[config.mk]
export PLATFORM = sky130hd
export DESIGN_NAME = source_tokenizer
export DESIGN_NICKNAME = d
export VERILOG_FILES = /design/src/stok_pkg.sv /design/src/source_tokenizer.sv /design/src/stok_ram.sv /design/src/stok_datapath.sv /design/src/stok_ctrl.sv
export VERILOG_INCLUDE_DIRS = /design/src /design/src/src
export SDC_FILE = /design/constraint.sdc
export NUM_CORES = 1
export LEC_CHECK = 0
export BUFFER_PORTS_ARGS = -buffer_cell sky130_fd_sc_hd__buf_2
export CORE_MARGIN = 5
export CORE_UTILIZATION = 35
export CTS_CLUSTER_DIAMETER = 60
export DETAILED_ROUTE_END_ITERATION = 10
export HOLD_SLACK_MARGIN = 0.15
export SLEW_MARGIN = 20
export SYNTH_ARGS = -nofsm -noshare
export SYNTH_HDL_FRONTEND = slang
export SYNTH_SLANG_ARGS = --single-unit
[constraint.sdc]
create_clock -name clk -period 5 [get_ports clk]
set_input_delay 1 -clock clk [delete_from_list [all_inputs] [get_ports clk]]
set_output_delay 1 -clock clk [all_outputs]
set_load 0.03 [all_outputs]
[src/source_tokenizer_defines.svh]
// Assertion helpers shared by the tokenizer modules.
// Each expects clk and rst_n in the scope where it is used.
`ifndef SOURCE_TOKENIZER_DEFINES_SVH
`define SOURCE_TOKENIZER_DEFINES_SVH

// Same-cycle implication.
`define STOK_ASSERT_IMP(lbl, ante, cons) \
    lbl: assert property (@(posedge clk) disable iff (!rst_n) (ante) |-> (cons)) \
        else $error("stok assertion failed");

// Next-cycle implication.
`define STOK_ASSERT_NXT(lbl, ante, cons) \
    lbl: assert property (@(posedge clk) disable iff (!rst_n) (ante) |=> (cons)) \
        else $error("stok assertion failed");

`endif

[src/stok_pkg.sv]
package stok_pkg;

    localparam int MAX_TOKEN_BYTES_DEF = 62;
    localparam int BYTE_W              = 8;

    localparam logic [7:0] CH_SPACE   = 8'h20;
    localparam logic [7:0] CH_TAB     = 8'h09;
    localparam logic [7:0] CH_NL      = 8'h0A;
    localparam logic [7:0] CH_LPAREN  = 8'h28;
    localparam logic [7:0] CH_RPAREN  = 8'h29;
    localparam logic [7:0] CH_LBRACE  = 8'h7B;
    localparam logic [7:0] CH_RBRACE  = 8'h7D;
    localparam logic [7:0] CH_LBRACK  = 8'h5B;
    localparam logic [7:0] CH_RBRACK  = 8'h5D;
    localparam logic [7:0] CH_COMMA   = 8'h2C;
    localparam logic [7:0] CH_SEMI    = 8'h3B;
    localparam logic [7:0] CH_COLON   = 8'h3A;
    localparam logic [7:0] CH_HASH    = 8'h23;
    localparam logic [7:0] CH_BSLASH  = 8'h5C;
    localparam logic [7:0] CH_SQUOTE  = 8'h27;
    localparam logic [7:0] CH_DQUOTE  = 8'h22;
    localparam logic [7:0] CH_NUL     = 8'h00;

    // What the one-byte result register is loaded with.
    typedef enum logic [1:0] {
        SGL_BYTE,
        SGL_COLON,
        SGL_EMPTY
    } sgl_kind_t;

    typedef struct packed {
        logic      store;
        logic      set_quote;
        logic      esc_set;
        logic      esc_clr;
        logic      load_single;
        sgl_kind_t sgl_kind;
        logic      load_body;
        logic      body_label;
        logic      rd_en;
        logic      idx_inc;
        logic      clear;
        logic      sel_body;
    } dp_cmd_t;

    typedef struct packed {
        logic is_space;
        logic is_single;
        logic is_colon;
        logic is_quote;
        logic is_hash;
        logic is_bslash;
        logic is_newline;
        logic is_close;
        logic esc;
        logic body_last;
    } dp_status_t;

    function automatic logic is_space(input logic [7:0] b);
        return (b == CH_SPACE) || (b == CH_TAB) || (b == CH_NL);
    endfunction

    function automatic logic is_single(input logic [7:0] b);
        return (b == CH_LPAREN) || (b == CH_RPAREN) || (b == CH_LBRACE) ||
               (b == CH_RBRACE) || (b == CH_LBRACK) || (b == CH_RBRACK) ||
               (b == CH_COMMA)  || (b == CH_SEMI);
    endfunction

endpackage

[src/source_tokenizer.sv]
// Source tokenizer: source bytes enter one word at a time on the input
// channel (src_byte, end_of_input) and tokens leave as runs of output words,
// one token byte per word, with tok_last on the final byte. Blanks are
// skipped; ( ) { } [ ] , ; are one-byte tokens; quoted strings keep their
// opening quote and drop the closing one, with backslash escapes kept;
// a # comment yields one empty token (tok_empty, byte 0); any other run is a
// word, and a word closed by a colon comes out as a label with the colon
// first. end_of_input flushes an open token. Tokens longer than
// MAX_TOKEN_BYTES are cut and flagged with tok_truncated on every byte.
// An input word that only adds to or skips a token stalls nothing. A word
// that closes a token holds the input stalled while the token drains: the
// one-byte result (colon, empty token or one-byte token) and each stored
// byte, which is read from the token RAM, then presented from the RAM's
// output register; output stalls hold the drain. The token RAM is not
// cleared after reset; only bytes written for the current token are read.

module source_tokenizer #(
    parameter int MAX_TOKEN_BYTES = stok_pkg::MAX_TOKEN_BYTES_DEF
) (
    input  logic       clk,
    input  logic       rst_n,
    // byte input channel
    input  logic       in_valid,
    output logic       in_stall,
    input  logic [7:0] src_byte,
    input  logic       end_of_input,
    // token output channel
    output logic       out_valid,
    input  logic       out_stall,
    output logic [7:0] tok_byte,
    output logic       tok_last,
    output logic       tok_empty,
    output logic       tok_truncated
);
    import stok_pkg::*;

    // controller to datapath commands, datapath flags back
    dp_cmd_t    cmd;
    dp_status_t status;

    // sequencer: scan mode and the drain of one token
    stok_ctrl u_ctrl (
        .clk          (clk),
        .rst_n        (rst_n),
        .in_valid     (in_valid),
        .end_of_input (end_of_input),
        .out_stall    (out_stall),
        .status       (status),
        .in_stall     (in_stall),
        .out_valid    (out_valid),
        .cmd          (cmd)
    );

    // byte classes, token RAM, counters and the output mux
    stok_datapath #(
        .MAX_TOKEN_BYTES (MAX_TOKEN_BYTES)
    ) u_dp (
        .clk           (clk),
        .rst_n         (rst_n),
        .src_byte      (src_byte),
        .cmd           (cmd),
        .status        (status),
        .tok_byte      (tok_byte),
        .tok_last      (tok_last),
        .tok_empty     (tok_empty),
        .tok_truncated (tok_truncated)
    );

endmodule

[src/stok_ram.sv]
module stok_ram #(
    parameter int WIDTH = 8,
    parameter int DEPTH = 62
) (
    input  logic                     clk,
    input  logic                     we,
    input  logic [$clog2(DEPTH)-1:0] waddr,
    input  logic [WIDTH-1:0]         wdata,
    input  logic                     re,
    input  logic [$clog2(DEPTH)-1:0] raddr,
    output logic [WIDTH-1:0]         rdata
);

    logic [WIDTH-1:0] mem [DEPTH];
    logic [WIDTH-1:0] rdata_reg;

    always_ff @(posedge clk)
    begin
        if (we)
        begin
            mem[waddr] <= wdata;
        end
        if (re)
        begin
            rdata_reg <= mem[raddr];
        end
    end

    assign rdata = rdata_reg;

endmodule

[src/stok_datapath.sv]
`include "source_tokenizer_defines.svh"

module stok_datapath #(
    parameter int MAX_TOKEN_BYTES = stok_pkg::MAX_TOKEN_BYTES_DEF
) (
    input  logic                 clk,
    input  logic                 rst_n,
    input  logic [7:0]           src_byte,
    input  stok_pkg::dp_cmd_t    cmd,
    output stok_pkg::dp_status_t status,
    output logic [7:0]           tok_byte,
    output logic                 tok_last,
    output logic                 tok_empty,
    output logic                 tok_truncated
);
    import stok_pkg::*;

    localparam int CNT_W  = $clog2(MAX_TOKEN_BYTES + 1);
    localparam int ADDR_W = $clog2(MAX_TOKEN_BYTES);
    localparam logic [CNT_W-1:0] CNT_MAX = CNT_W'(MAX_TOKEN_BYTES);
    localparam logic [CNT_W-1:0] CNT_ONE = CNT_W'(1);

    logic [CNT_W-1:0] cnt_reg, cnt_next;
    logic             ovf_reg, ovf_next;
    logic             esc_reg, esc_next;
    logic             qdbl_reg, qdbl_next;

    logic [CNT_W-1:0] body_n_reg, body_n_next;
    logic [CNT_W-1:0] idx_reg, idx_next;
    logic             trunc_reg, trunc_next;
    logic [7:0]       sgl_byte_reg, sgl_byte_next;
    logic             sgl_last_reg, sgl_last_next;
    logic             sgl_empty_reg, sgl_empty_next;
    logic             sgl_trunc_reg, sgl_trunc_next;

    logic             full;
    logic [CNT_W-1:0] lbl_n;
    logic             lbl_trunc;
    logic [7:0]       ram_rdata;
    logic             body_last;

    assign full      = (cnt_reg == CNT_MAX);
    // a label keeps room for its colon
    assign lbl_n     = full ? (CNT_MAX - CNT_ONE) : cnt_reg;
    assign lbl_trunc = ovf_reg | full;
    assign body_last = ((idx_reg + CNT_ONE) == body_n_reg);

    stok_ram #(
        .WIDTH (BYTE_W),
        .DEPTH (MAX_TOKEN_BYTES)
    ) u_store (
        .clk   (clk),
        .we    (cmd.store && !full),
        .waddr (cnt_reg[ADDR_W-1:0]),
        .wdata (src_byte),
        .re    (cmd.rd_en),
        .raddr (idx_reg[ADDR_W-1:0]),
        .rdata (ram_rdata)
    );

    always_comb
    begin
        cnt_next  = cnt_reg;
        ovf_next  = ovf_reg;
        esc_next  = esc_reg;
        qdbl_next = qdbl_reg;
        if (cmd.store)
        begin
            if (full)
            begin
                ovf_next = 1'b1;
            end
            else
            begin
                cnt_next = cnt_reg + CNT_ONE;
            end
        end
        if (cmd.esc_set)
        begin
            esc_next = 1'b1;
        end
        if (cmd.esc_clr)
        begin
            esc_next = 1'b0;
        end
        if (cmd.set_quote)
        begin
            qdbl_next = (src_byte == CH_DQUOTE);
        end
        if (cmd.clear)
        begin
            cnt_next = '0;
            ovf_next = 1'b0;
            esc_next = 1'b0;
        end
    end

    always_comb
    begin
        body_n_next    = body_n_reg;
        idx_next       = idx_reg;
        trunc_next     = trunc_reg;
        sgl_byte_next  = sgl_byte_reg;
        sgl_last_next  = sgl_last_reg;
        sgl_empty_next = sgl_empty_reg;
        sgl_trunc_next = sgl_trunc_reg;
        if (cmd.load_body)
        begin
            body_n_next = cmd.body_label ? lbl_n : cnt_reg;
            trunc_next  = cmd.body_label ? lbl_trunc : ovf_reg;
            idx_next    = '0;
        end
        if (cmd.idx_inc)
        begin
            idx_next = idx_reg + CNT_ONE;
        end
        if (cmd.load_single)
        begin
            unique case (cmd.sgl_kind)
                SGL_BYTE:
                begin
                    sgl_byte_next  = src_byte;
                    sgl_last_next  = 1'b1;
                    sgl_empty_next = 1'b0;
                    sgl_trunc_next = 1'b0;
                end
                SGL_COLON:
                begin
                    sgl_byte_next  = CH_COLON;
                    sgl_last_next  = (lbl_n == '0);
                    sgl_empty_next = 1'b0;
                    sgl_trunc_next = lbl_trunc;
                end
                SGL_EMPTY:
                begin
                    sgl_byte_next  = CH_NUL;
                    sgl_last_next  = 1'b1;
                    sgl_empty_next = 1'b1;
                    sgl_trunc_next = 1'b0;
                end
                default:
                begin
                    sgl_byte_next  = CH_NUL;
                    sgl_last_next  = 1'b1;
                    sgl_empty_next = 1'b1;
                    sgl_trunc_next = 1'b0;
                end
            endcase
        end
    end

    always_ff @(posedge clk or negedge rst_n)
    begin
        if (!rst_n)
        begin
            cnt_reg  <= '0;
            ovf_reg  <= 1'b0;
            esc_reg  <= 1'b0;
            qdbl_reg <= 1'b0;
        end
        else
        begin
            cnt_reg  <= cnt_next;
            ovf_reg  <= ovf_next;
            esc_reg  <= esc_next;
            qdbl_reg <= qdbl_next;
        end
    end

    always_ff @(posedge clk)
    begin
        body_n_reg    <= body_n_next;
        idx_reg       <= idx_next;
        trunc_reg     <= trunc_next;
        sgl_byte_reg  <= sgl_byte_next;
        sgl_last_reg  <= sgl_last_next;
        sgl_empty_reg <= sgl_empty_next;
        sgl_trunc_reg <= sgl_trunc_next;
    end

    always_comb
    begin
        status.is_space   = is_space(src_byte);
        status.is_single  = is_single(src_byte);
        status.is_colon   = (src_byte == CH_COLON);
        status.is_quote   = (src_byte == CH_SQUOTE) || (src_byte == CH_DQUOTE);
        status.is_hash    = (src_byte == CH_HASH);
        status.is_bslash  = (src_byte == CH_BSLASH);
        status.is_newline = (src_byte == CH_NL);
        status.is_close   = (src_byte == (qdbl_reg ? CH_DQUOTE : CH_SQUOTE));
        status.esc        = esc_reg;
        status.body_last  = body_last;
    end

    assign tok_byte      = cmd.sel_body ? ram_rdata : sgl_byte_reg;
    assign tok_last      = cmd.sel_body ? body_last : sgl_last_reg;
    assign tok_empty     = cmd.sel_body ? 1'b0      : sgl_empty_reg;
    assign tok_truncated = cmd.sel_body ? trunc_reg : sgl_trunc_reg;

    `STOK_ASSERT_IMP(a_ovf_only_when_full, ovf_reg, cnt_reg == CNT_MAX)
    `STOK_ASSERT_NXT(a_store_full_sets_ovf, cmd.store && full && !cmd.clear, ovf_reg)

endmodule

[src/stok_ctrl.sv]
`include "source_tokenizer_defines.svh"

module stok_ctrl (
    input  logic                 clk,
    input  logic                 rst_n,
    input  logic                 in_valid,
    input  logic                 end_of_input,
    input  logic                 out_stall,
    input  stok_pkg::dp_status_t status,
    output logic                 in_stall,
    output logic                 out_valid,
    output stok_pkg::dp_cmd_t    cmd
);
    import stok_pkg::*;

    typedef enum logic [1:0] {
        PH_IN,
        PH_SINGLE,
        PH_RD,
        PH_BODY
    } phase_t;

    typedef enum logic [1:0] {
        M_IDLE,
        M_WORD,
        M_STRING,
        M_COMMENT
    } mode_t;

    phase_t phase_reg, phase_next;
    mode_t  mode_reg, mode_next;
    logic   bodyp_reg, bodyp_next;  // body follows the one-byte result
    logic   tailp_reg, tailp_next;  // one-byte result follows the body

    logic in_acc;
    logic out_acc;
    logic ends_word;

    assign in_stall  = (phase_reg != PH_IN);
    assign out_valid = (phase_reg == PH_SINGLE) || (phase_reg == PH_BODY);
    assign in_acc    = in_valid && !in_stall;
    assign out_acc   = out_valid && !out_stall;
    assign ends_word = status.is_space || status.is_single || status.is_colon;

    always_comb
    begin
        cmd        = '0;
        phase_next = phase_reg;
        mode_next  = mode_reg;
        bodyp_next = bodyp_reg;
        tailp_next = tailp_reg;
        unique case (phase_reg)
            PH_IN:
            begin
                if (in_acc)
                begin
                    if (end_of_input)
                    begin
                        mode_next = M_IDLE;
                        unique case (mode_reg)
                            M_WORD, M_STRING:
                            begin
                                cmd.load_body = 1'b1;
                                phase_next    = PH_RD;
                            end
                            M_COMMENT:
                            begin
                                cmd.load_single = 1'b1;
                                cmd.sgl_kind    = SGL_EMPTY;
                                phase_next      = PH_SINGLE;
                            end
                            M_IDLE:
                            begin
                                phase_next = PH_IN;
                            end
                        endcase
                    end
                    else
                    begin
                        unique case (mode_reg)
                            M_WORD:
                            begin
                                priority if (!ends_word)
                                begin
                                    cmd.store = 1'b1;
                                end
                                else if (status.is_colon)
                                begin
                                    cmd.load_single = 1'b1;
                                    cmd.sgl_kind    = SGL_COLON;
                                    cmd.load_body   = 1'b1;
                                    cmd.body_label  = 1'b1;
                                    bodyp_next      = 1'b1;
                                    phase_next      = PH_SINGLE;
                                    mode_next       = M_IDLE;
                                end
                                else
                                begin
                                    cmd.load_body = 1'b1;
                                    phase_next    = PH_RD;
                                    mode_next     = M_IDLE;
                                    if (status.is_single)
                                    begin
                                        cmd.load_single = 1'b1;
                                        cmd.sgl_kind    = SGL_BYTE;
                                        tailp_next      = 1'b1;
                                    end
                                end
                            end
                            M_STRING:
                            begin
                                priority if (status.esc)
                                begin
                                    cmd.store   = 1'b1;
                                    cmd.esc_clr = 1'b1;
                                end
                                else if (status.is_bslash)
                                begin
                                    cmd.store   = 1'b1;
                                    cmd.esc_set = 1'b1;
                                end
                                else if (status.is_close)
                                begin
                                    cmd.load_body = 1'b1;
                                    phase_next    = PH_RD;
                                    mode_next     = M_IDLE;
                                end
                                else
                                begin
                                    cmd.store = 1'b1;
                                end
                            end
                            M_COMMENT:
                            begin
                                if (status.is_newline)
                                begin
                                    cmd.load_single = 1'b1;
                                    cmd.sgl_kind    = SGL_EMPTY;
                                    phase_next      = PH_SINGLE;
                                    mode_next       = M_IDLE;
                                end
                            end
                            M_IDLE:
                            begin
                                priority if (status.is_space)
                                begin
                                    mode_next = M_IDLE;
                                end
                                else if (status.is_single)
                                begin
                                    cmd.load_single = 1'b1;
                                    cmd.sgl_kind    = SGL_BYTE;
                                    phase_next      = PH_SINGLE;
                                end
                                else if (status.is_quote)
                                begin
                                    cmd.set_quote = 1'b1;
                                    cmd.store     = 1'b1;
                                    mode_next     = M_STRING;
                                end
                                else if (status.is_hash)
                                begin
                                    mode_next = M_COMMENT;
                                end
                                else if (status.is_colon)
                                begin
                                    // lone colon: label with no body
                                    cmd.load_single = 1'b1;
                                    cmd.sgl_kind    = SGL_COLON;
                                    phase_next      = PH_SINGLE;
                                end
                                else
                                begin
                                    cmd.store = 1'b1;
                                    mode_next = M_WORD;
                                end
                            end
                        endcase
                    end
                end
            end
            PH_SINGLE:
            begin
                if (out_acc)
                begin
                    if (bodyp_reg)
                    begin
                        bodyp_next = 1'b0;
                        phase_next = PH_RD;
                    end
                    else
                    begin
                        phase_next = PH_IN;
                    end
                end
            end
            PH_RD:
            begin
                cmd.rd_en  = 1'b1;
                phase_next = PH_BODY;
            end
            PH_BODY:
            begin
                cmd.sel_body = 1'b1;
                if (out_acc)
                begin
                    if (status.body_last)
                    begin
                        cmd.clear  = 1'b1;
                        tailp_next = 1'b0;
                        phase_next = tailp_reg ? PH_SINGLE : PH_IN;
                    end
                    else
                    begin
                        cmd.idx_inc = 1'b1;
                        phase_next  = PH_RD;
                    end
                end
            end
        endcase
    end

    always_ff @(posedge clk or negedge rst_n)
    begin
        if (!rst_n)
        begin
            phase_reg <= PH_IN;
            mode_reg  <= M_IDLE;
            bodyp_reg <= 1'b0;
            tailp_reg <= 1'b0;
        end
        else
        begin
            phase_reg <= phase_next;
            mode_reg  <= mode_next;
            bodyp_reg <= bodyp_next;
            tailp_reg <= tailp_next;
        end
    end

    `STOK_ASSERT_NXT(a_read_then_body, phase_reg == PH_RD, phase_reg == PH_BODY)
    `STOK_ASSERT_IMP(a_emit_mode_idle, out_valid, mode_reg == M_IDLE)
    `STOK_ASSERT_IMP(a_pending_exclusive, bodyp_reg, !tailp_reg && phase_reg == PH_SINGLE)

endmodule

==> results.toml, run 1 <==
[placed_design]
io_buffers = 25
dp_slack_ns = 0.527
placed_cells = 1955
dp_hpwl_microns = 31300
placed_area_sq_mm = 0.0233
gp_congestion = 0.854

[power]
p_clk_share_pct = 35.5
peakVddDrop_uv = 321
p_leak_nw = 7.84
powerDensity_mw_per_mm2 = 444
switching_share_pct = 26.3
seqPwrFrac_pct = 47.0
power.switching_mw = 2.93
internal_power_mw = 8.19
comb_power_share_pct = 17.5

[worst_hold_path]
holdCritPathClass = "primary input to asynchronous set/reset pin"

[cells_and_area]
fillers = 5552
drive_above_1_share_pct = 28.3
fin_util_pct = 39.9
multiInputGateArea_sq_mm = 0.00546
layout.nets = 1188
areaGrowthSynthToFinish_pct = 13.8
postLayoutCellArea_sq_mm = 0.0251
seqCellArea_sq_mm = 0.0162
largest_reg_flops = 496
final_cells = 2055

[logic_synthesis]
synth_nets = 1117
synth_area_leader_cell = "edfxtp_1"
synth_area_sq_mm = 0.0220
synth_seq_cells = 543
synth_top_cells_by_count = "edfxtp_1, mux4_2, nor2_1, nand2_1"
async_flop_share_pct = 2.76
synth_area_leaders = "edfxtp_1, mux4_2, dfrtp_1, nor2_1, mux2_2"
syn_inst = 1095
ys_warn_count = 0
avgSynthCellArea_sq_um = 20.1
ys_seq_area_share_pct = 73.7
synthFlopType = "edfxtp_1"
yosysMostFrequentCell = "edfxtp_1"
synth_cell_type_count = 62
synth_edf_count = 528
synth_top_area_share_pct = 72.0

[sta]
hold_violations = 0
setup_ws_ns = 1.13
setup_viol = 0
fin_crit_ns = 3.87
slew_viol_final = 0
rsz0062_at_grt = "no"
finClkSkew_ns = 0.0258
setup_tns_ns = 0
tightest_slew_ns = 0.900
slew_headroom_pct = 40.0
fin_crit_sh_pct = 77.3
fmax_mhz = 259

[critical_path]
crit_required_ns = 5.23
crit_path_start_kind = "primary input"
crit_path_cell_trace = "buf_2 -> nor3b_1 -> and4_1 -> nor3_2 -> o221a_4 -> nand3_1 -> nor2_1"
r2r.worst_path.cells = 5
timing.rr.end = "u_dp.u_store.mem[12][1]"
max_stage_delay_ns = 0.78
worstSetupEndpointType = "register"
critPathKind = "primary input to register"
timing.rr.start = "u_ctrl.phase_reg[0]"
crit_arrival_ns = 4.10
crit_path_max_fanout = 29
r2r_setup_slack_ns = 1.47
slowest_stage = "nor2_1"

[floorplan]
die_area_sq_mm = 0.0680
initial_utilization_pct = 35.1
ios = 26
fp-row-count = 92
core_area_sq_mm = 0.0627
die_h_microns = 261
fp.dieW_microns = 261

[clock_tree]
cts_root_buf = "clkbuf_16"
clock_latency_ns = 0.62
ctsHoldBuffers = 0
htree_levels = 2
clk_pin_slew_ns = 0.06
tritoncts = "yes"
cts.sinks = 543
cts_setup_buffers = 0
cts_max_path_buffers = 3
postCtsResizedCells = 0
cts_buffers = 55

[route]
drcViolationCount = 0
firstDrtPassIters = 5
num_vias = 10843
routed_wl_microns = 50000
routed_via_density = 5.28
detail-route-antenna-nets = 0
wl_per_cell_microns = 24.3
drt_iter0_drc = 1127

[grt]
antenna_found_initial = 5
grt_start_max_net_pins = 92
grt_pass1_vias = 11003
grt_pass1_wl_microns = 74400
grt_usage_pct = 14.7
overflow = 0

[outcome]
status = "finished, final reports clean"

[flow_run]
maxCapViolations = 0
-- cells by family after synthesis --
kind of cell	share of synthesized area, %
AO/OA/AOI/OAI	1.87
flip-flops	73.7
buffers and inverters	1.51
AND/OR/NAND/NOR	5.23
adder cells (fa/ha/maj)	0.511
multiplexers	16.5
XOR/XNOR	0.670
-- stage by stage --
step	hold slack, ns	total power, mW
final	0.310	11.1
after global placement	0.479	7.26
after floorplan	0.449	6.67
after CTS	0.285	11.2
after global routing	0.327	11.5
after detailed placement	0.498	7.28
-- cells in the final DEF, fill, tap and decap left out, types with 5 or more instances in the layout --
cell type  synthesis  layout
a21oi_1           11      11
a22oi_1            9       9
and2_1            10      10
and3_1             6       6
buf_2             17      25
buf_4              4      51
clkbuf_1          31       8
clkbuf_16          0      57
clkinv_1           0      12
clkinv_2           0       9
dfrtp_1           15      15
edfxtp_1         528     528
ha_1               9       9
inv_1             10      10
mux2_2            17      17
mux4_2           152     152
nand2_1           32      32
nand2b_1           5       5
nand3_1           31      31
nand3_2            5       5
nand4_1            5       5
nor2_1            96      96
nor2b_1            5       5
nor3_1             9       9
o21ai_0           12      12
xnor2_1            7       7
-- how the worst max path moves through the flow --
stage                          startpoint                 endpoint  slack (ns)  cells after the start
after global routing          src_byte[0]  u_dp.u_store.mem[12][3]        0.95                      7
after CTS                 u_dp.idx_reg[3]                 tok_last        1.10                      7
final                         src_byte[0]  u_dp.u_store.mem[12][1]        1.13                      7
after global placement        src_byte[0]  u_dp.u_store.mem[28][5]        0.70                      7
after floorplan               src_byte[3]  u_dp.u_store.mem[60][0]        1.62                      7
after detailed placement      src_byte[0]  u_dp.u_store.mem[12][1]        0.53                      7
-- power by group through the flow --
stage | combinational (mW) | sequential, mW | clock [mW]
final | 1.95 | 5.22 | 3.95
after global routing | 2.08 | 5.23 | 4.23
after CTS | 1.97 | 5.22 | 4.04
after detailed placement | 1.96 | 5.31 | 0
after global placement | 1.95 | 5.31 | 0
after floorplan | 1.42 | 5.25 | 0
-- worst max-delay path, delay by kind of cell --
family | cells | cell delay [ns]
buffers and inverters | 1 | 0.45
AO/OA/AOI/OAI | 1 | 0.40
AND/OR/NAND/NOR | 5 | 2.23
-- final cells by class --
type / count / share of cell area, %
Sequential cell: 543 / 64.8
Multi-Input combinational cell: 479 / 21.8
Clock buffer: 65 / 5.81
Tap cell: 846 / 4.23
Timing Repair Buffer: 77 / 2.11
Clock inverter: 33 / 1.10
Inverter: 10 / 0.150
Antenna cell: 2 / 0.0200
-- per-layer routing --
layer  vias to the layer above  track usage, %  part of all wire [%]
li1                       4648               -                     -
met3                        70            3.42                   8.8
met1                      5683            21.1                    42
met4                         2            3.64                   1.9
met2                       440            22.9                    47
met5                         -               0                 0.026
No activity file was read; power rests on OpenSTA's default activity.
==> inputs of run 2 (changes only) <==
--- a/config.mk
+++ b/config.mk
@@ -6,6 +6,7 @@
 export SDC_FILE = /design/constraint.sdc
 export NUM_CORES = 1
 export LEC_CHECK = 0
+export ABC_AREA = 1
 export BUFFER_PORTS_ARGS = -buffer_cell sky130_fd_sc_hd__buf_2
 export CORE_MARGIN = 5
 export CORE_UTILIZATION = 35
==> constraint.sdc (replaced) <==
create_clock -name clk -period 3.42 [get_ports clk]
set_input_delay 0.684 -clock clk [delete_from_list [all_inputs] [get_ports clk]]
set_output_delay 0.684 -clock clk [all_outputs]
set_load 0.03 [all_outputs]
==> run 2 against run 1 <==
  * Worst hold slack gained 0.040 ns
  * Global-route usage grew 3.2 points
  * Count of clock-buffer cells in the layout grew 4
  * Sequential power grew 45%
  * Clock power grew 65%
  * Critical path type is now register to primary output
  * Largest cell class unchanged
  * Highest routed layer unchanged
==> results.toml, run 2 <==
[logic_synthesis]
yosysMostFrequentCell = "edfxtp_1"
synth_edf_count = 528
avgSynthCellArea_sq_um = 12.0
synth_area_sq_mm = 0.0231
syn_inst = 1932
synth_top_cells_by_count = "edfxtp_1, nor2_1, o21ai_0, nand2_1, o22ai_1"
ys_warn_count = 0
synth_area_leader_cell = "edfxtp_1"
synth_top_area_share_pct = 68.6
synth_area_leaders = "edfxtp_1, o21ai_0, nor2_1, nand2_1, o22ai_1"
synth_seq_cells = 543
ys_seq_area_share_pct = 70.2
synth_nets = 1954
synthFlopType = "edfxtp_1"
async_flop_share_pct = 2.76
synth_cell_type_count = 41

[clock_tree]
cts_root_buf = "clkbuf_16"
cts_buffers = 57
cts.sinks = 543
htree_levels = 2
clock_latency_ns = 0.63
tritoncts = "yes"
cts_max_path_buffers = 3
clk_pin_slew_ns = 0.06

[floorplan]
die_area_sq_mm = 0.0713
initial_utilization_pct = 35.2
fp-row-count = 94
die_h_microns = 267
fp.dieW_microns = 267
core_area_sq_mm = 0.0656
ios = 26

[sta]
fin_crit_sh_pct = 95.8
slew_viol_final = 0
finClkSkew_ns = 0.0259
hold_violations = 0
whs_ns = 0.350
fin_crit_ns = 3.27
slew_headroom_pct = 29.3
setup_viol = 0
tightest_slew_ns = 1.05
fmax_mhz = 305

[route]
firstDrtPassIters = 5
routed_wl_microns = 65000
num_vias = 15596
drt_iter0_drc = 1683
routed_via_density = 5.45
wl_per_cell_microns = 22.7
drcViolationCount = 0
detail-route-antenna-nets = 0

[placed_design]
placed_cells = 2751
dp_hpwl_microns = 40400
gp_congestion = 0.909
placed_area_sq_mm = 0.0243
io_buffers = 25

[critical_path]
crit_end = "tok_last"
slowest_stage = "edfxtp_1"
cp.depth = 10
worstSetupEndpointType = "primary output"
crit_path_cell_trace = "buf_12 -> clkinv_2 -> nor3_2 -> nand3_1 -> nand3b_1 -> nand3_1 -> nor2_4 -> nand2_1 -> nand2_1 -> buf_2"
setup.worst_path.start = "u_dp.idx_reg[1]"
crit_required_ns = 2.74
critPathBufInv = 3
critPathKind = "register to primary output"
timing.rr.end = "u_dp.u_store.mem[54][1]"
max_stage_delay_ns = 0.48
r2r_setup_slack_ns = 0.58
crit_family = "simple AND/OR/NAND/NOR gates"
timing.rr.start = "u_ctrl.phase_reg[0]"
r2r.worst_path.cells = 8
crit_path_max_fanout = 41
crit_path_start_kind = "register"
crit_arrival_ns = 2.59

[power]
seqPwrFrac_pct = 45.7
p_clk_share_pct = 39.3
comb_power_share_pct = 15.1
internal_power_mw = 12.0
switching_share_pct = 27.7
peakVddDrop_uv = 446
power.switching_mw = 4.59
p_leak_nw = 8.81
p_total_mw = 16.6
powerDensity_mw_per_mm2 = 631

[cells_and_area]
final_common_cell = "edfxtp_1"
drive_above_1_share_pct = 13.1
final_cell_mix = "edfxtp_1, nor2_1, o21ai_0"
seqCellArea_sq_mm = 0.0162
fillers = 6175
areaGrowthSynthToFinish_pct = 13.8
fin_util_pct = 40.1
final_cells = 2863
postLayoutCellArea_sq_mm = 0.0263
multiInputGateArea_sq_mm = 0.00604
layout.nets = 1973
largest_reg_flops = 496

[grt]
grt_pass1_vias = 15411
grt_usage_pct = 17.9
grt_pass1_wl_microns = 97000
overflow = 0
grt_start_max_net_pins = 99
antenna_found_initial = 2

[flow_run]
maxCapViolations = 0

[outcome]
status = "finished, final reports clean"

[worst_hold_path]
holdCritPathClass = "primary input to register"
==> run 2: how the worst min path moves through the flow <==
stage | start | end | slack, ns | cells past startpoint
after floorplan | rst_n | u_ctrl.bodyp_reg | 0.39 | 0
after global placement | u_dp.qdbl_reg | u_dp.qdbl_reg | 0.50 | 2
after detailed placement | u_ctrl.bodyp_reg | u_ctrl.bodyp_reg | 0.52 | 2
after CTS | out_stall | u_ctrl.phase_reg[0] | 0.32 | 3
after global routing | out_stall | u_ctrl.phase_reg[0] | 0.37 | 3
final | out_stall | u_ctrl.phase_reg[0] | 0.35 | 3
==> run 2: worst min-delay path: cells and delay by family <==
kind,cells,cell delay (ns)
buf+inv,1,0.12
simple gates,1,0.06
compound gates,1,0.06
==> run 2: logic make-up (layout without fill, tap and decap cells) <==
kind of cell             Yosys count  in the layout  share of synthesized area, %
AND/OR/NAND/NOR                  704            704                          14.2
buffers and inverters            197            263                          3.65
XOR/XNOR                          10             10                         0.379
flip-flops                       543            543                          70.2
other                              0              1                             0
AO/OA/AOI/OAI                    469            469                          11.0
adder cells (fa/ha/maj)            9              9                         0.487
==> run 2: layer usage <==
| metal | part of all wire (%) | wire length (microns) | GRT usage (%) | vias to the layer above |
|---|---|---|---|---|
| li1 | - | - | - | 7024 |
| met1 | 41 | 26600 | 23.7 | 7710 |
| met2 | 47 | 30600 | 29.0 | 729 |
| met3 | 7.9 | 5110 | 3.54 | 131 |
| met4 | 4.1 | 2690 | 7.27 | 2 |
| met5 | 0.022 | 14 | 0 | - |
==> run 2: through the flow <==
step / setup WS, ns / TNS (ns)
2_1_floorplan: 0.799 / 0
3_3_place_gp: 0.288 / 0
3_5_place_dp: 0.172 / 0
4_1_cts: 0.0298 / 0
5_1_grt: -0.0176 / -0.0176
6_report: 0.145 / 0
==> run 2: area by class of cell <==
| class | instances | area share (%) |
|---|---|---|
| flip-flops and latches | 543 | 61.7 |
| diodes | 1 | 0.00951 |
| clock inverters | 37 | 1.84 |
| inverters | 72 | 1.09 |
| multi-input cells | 1192 | 23.0 |
| clock buffers | 69 | 5.68 |
| well taps | 864 | 4.11 |
| repair buffers | 85 | 2.61 |
==> run 2: power by group through the flow <==
stage / clock network, mW / registers (mW) / logic, mW
after floorplan: 0 / 7.66 / 1.53
after global placement: 0 / 7.72 / 2.46
after detailed placement: 0 / 7.72 / 2.45
after CTS: 6.60 / 7.58 / 2.46
after global routing: 6.88 / 7.59 / 2.69
final: 6.52 / 7.58 / 2.50
==> run 2: timing repair <==
| item | in CTS | in global routing |
|---|---|---|
| cloned | 0 | 0 |
| hold buffers | 1 | 0 |
| setup endpoints to repair | 1 | 1 |
| resized for setup | 1 | 5 |
| setup buffers | 0 | 4 |
| endpoints found under the hold margin | 15 | 0 |
| pin swaps | 0 | 1 |
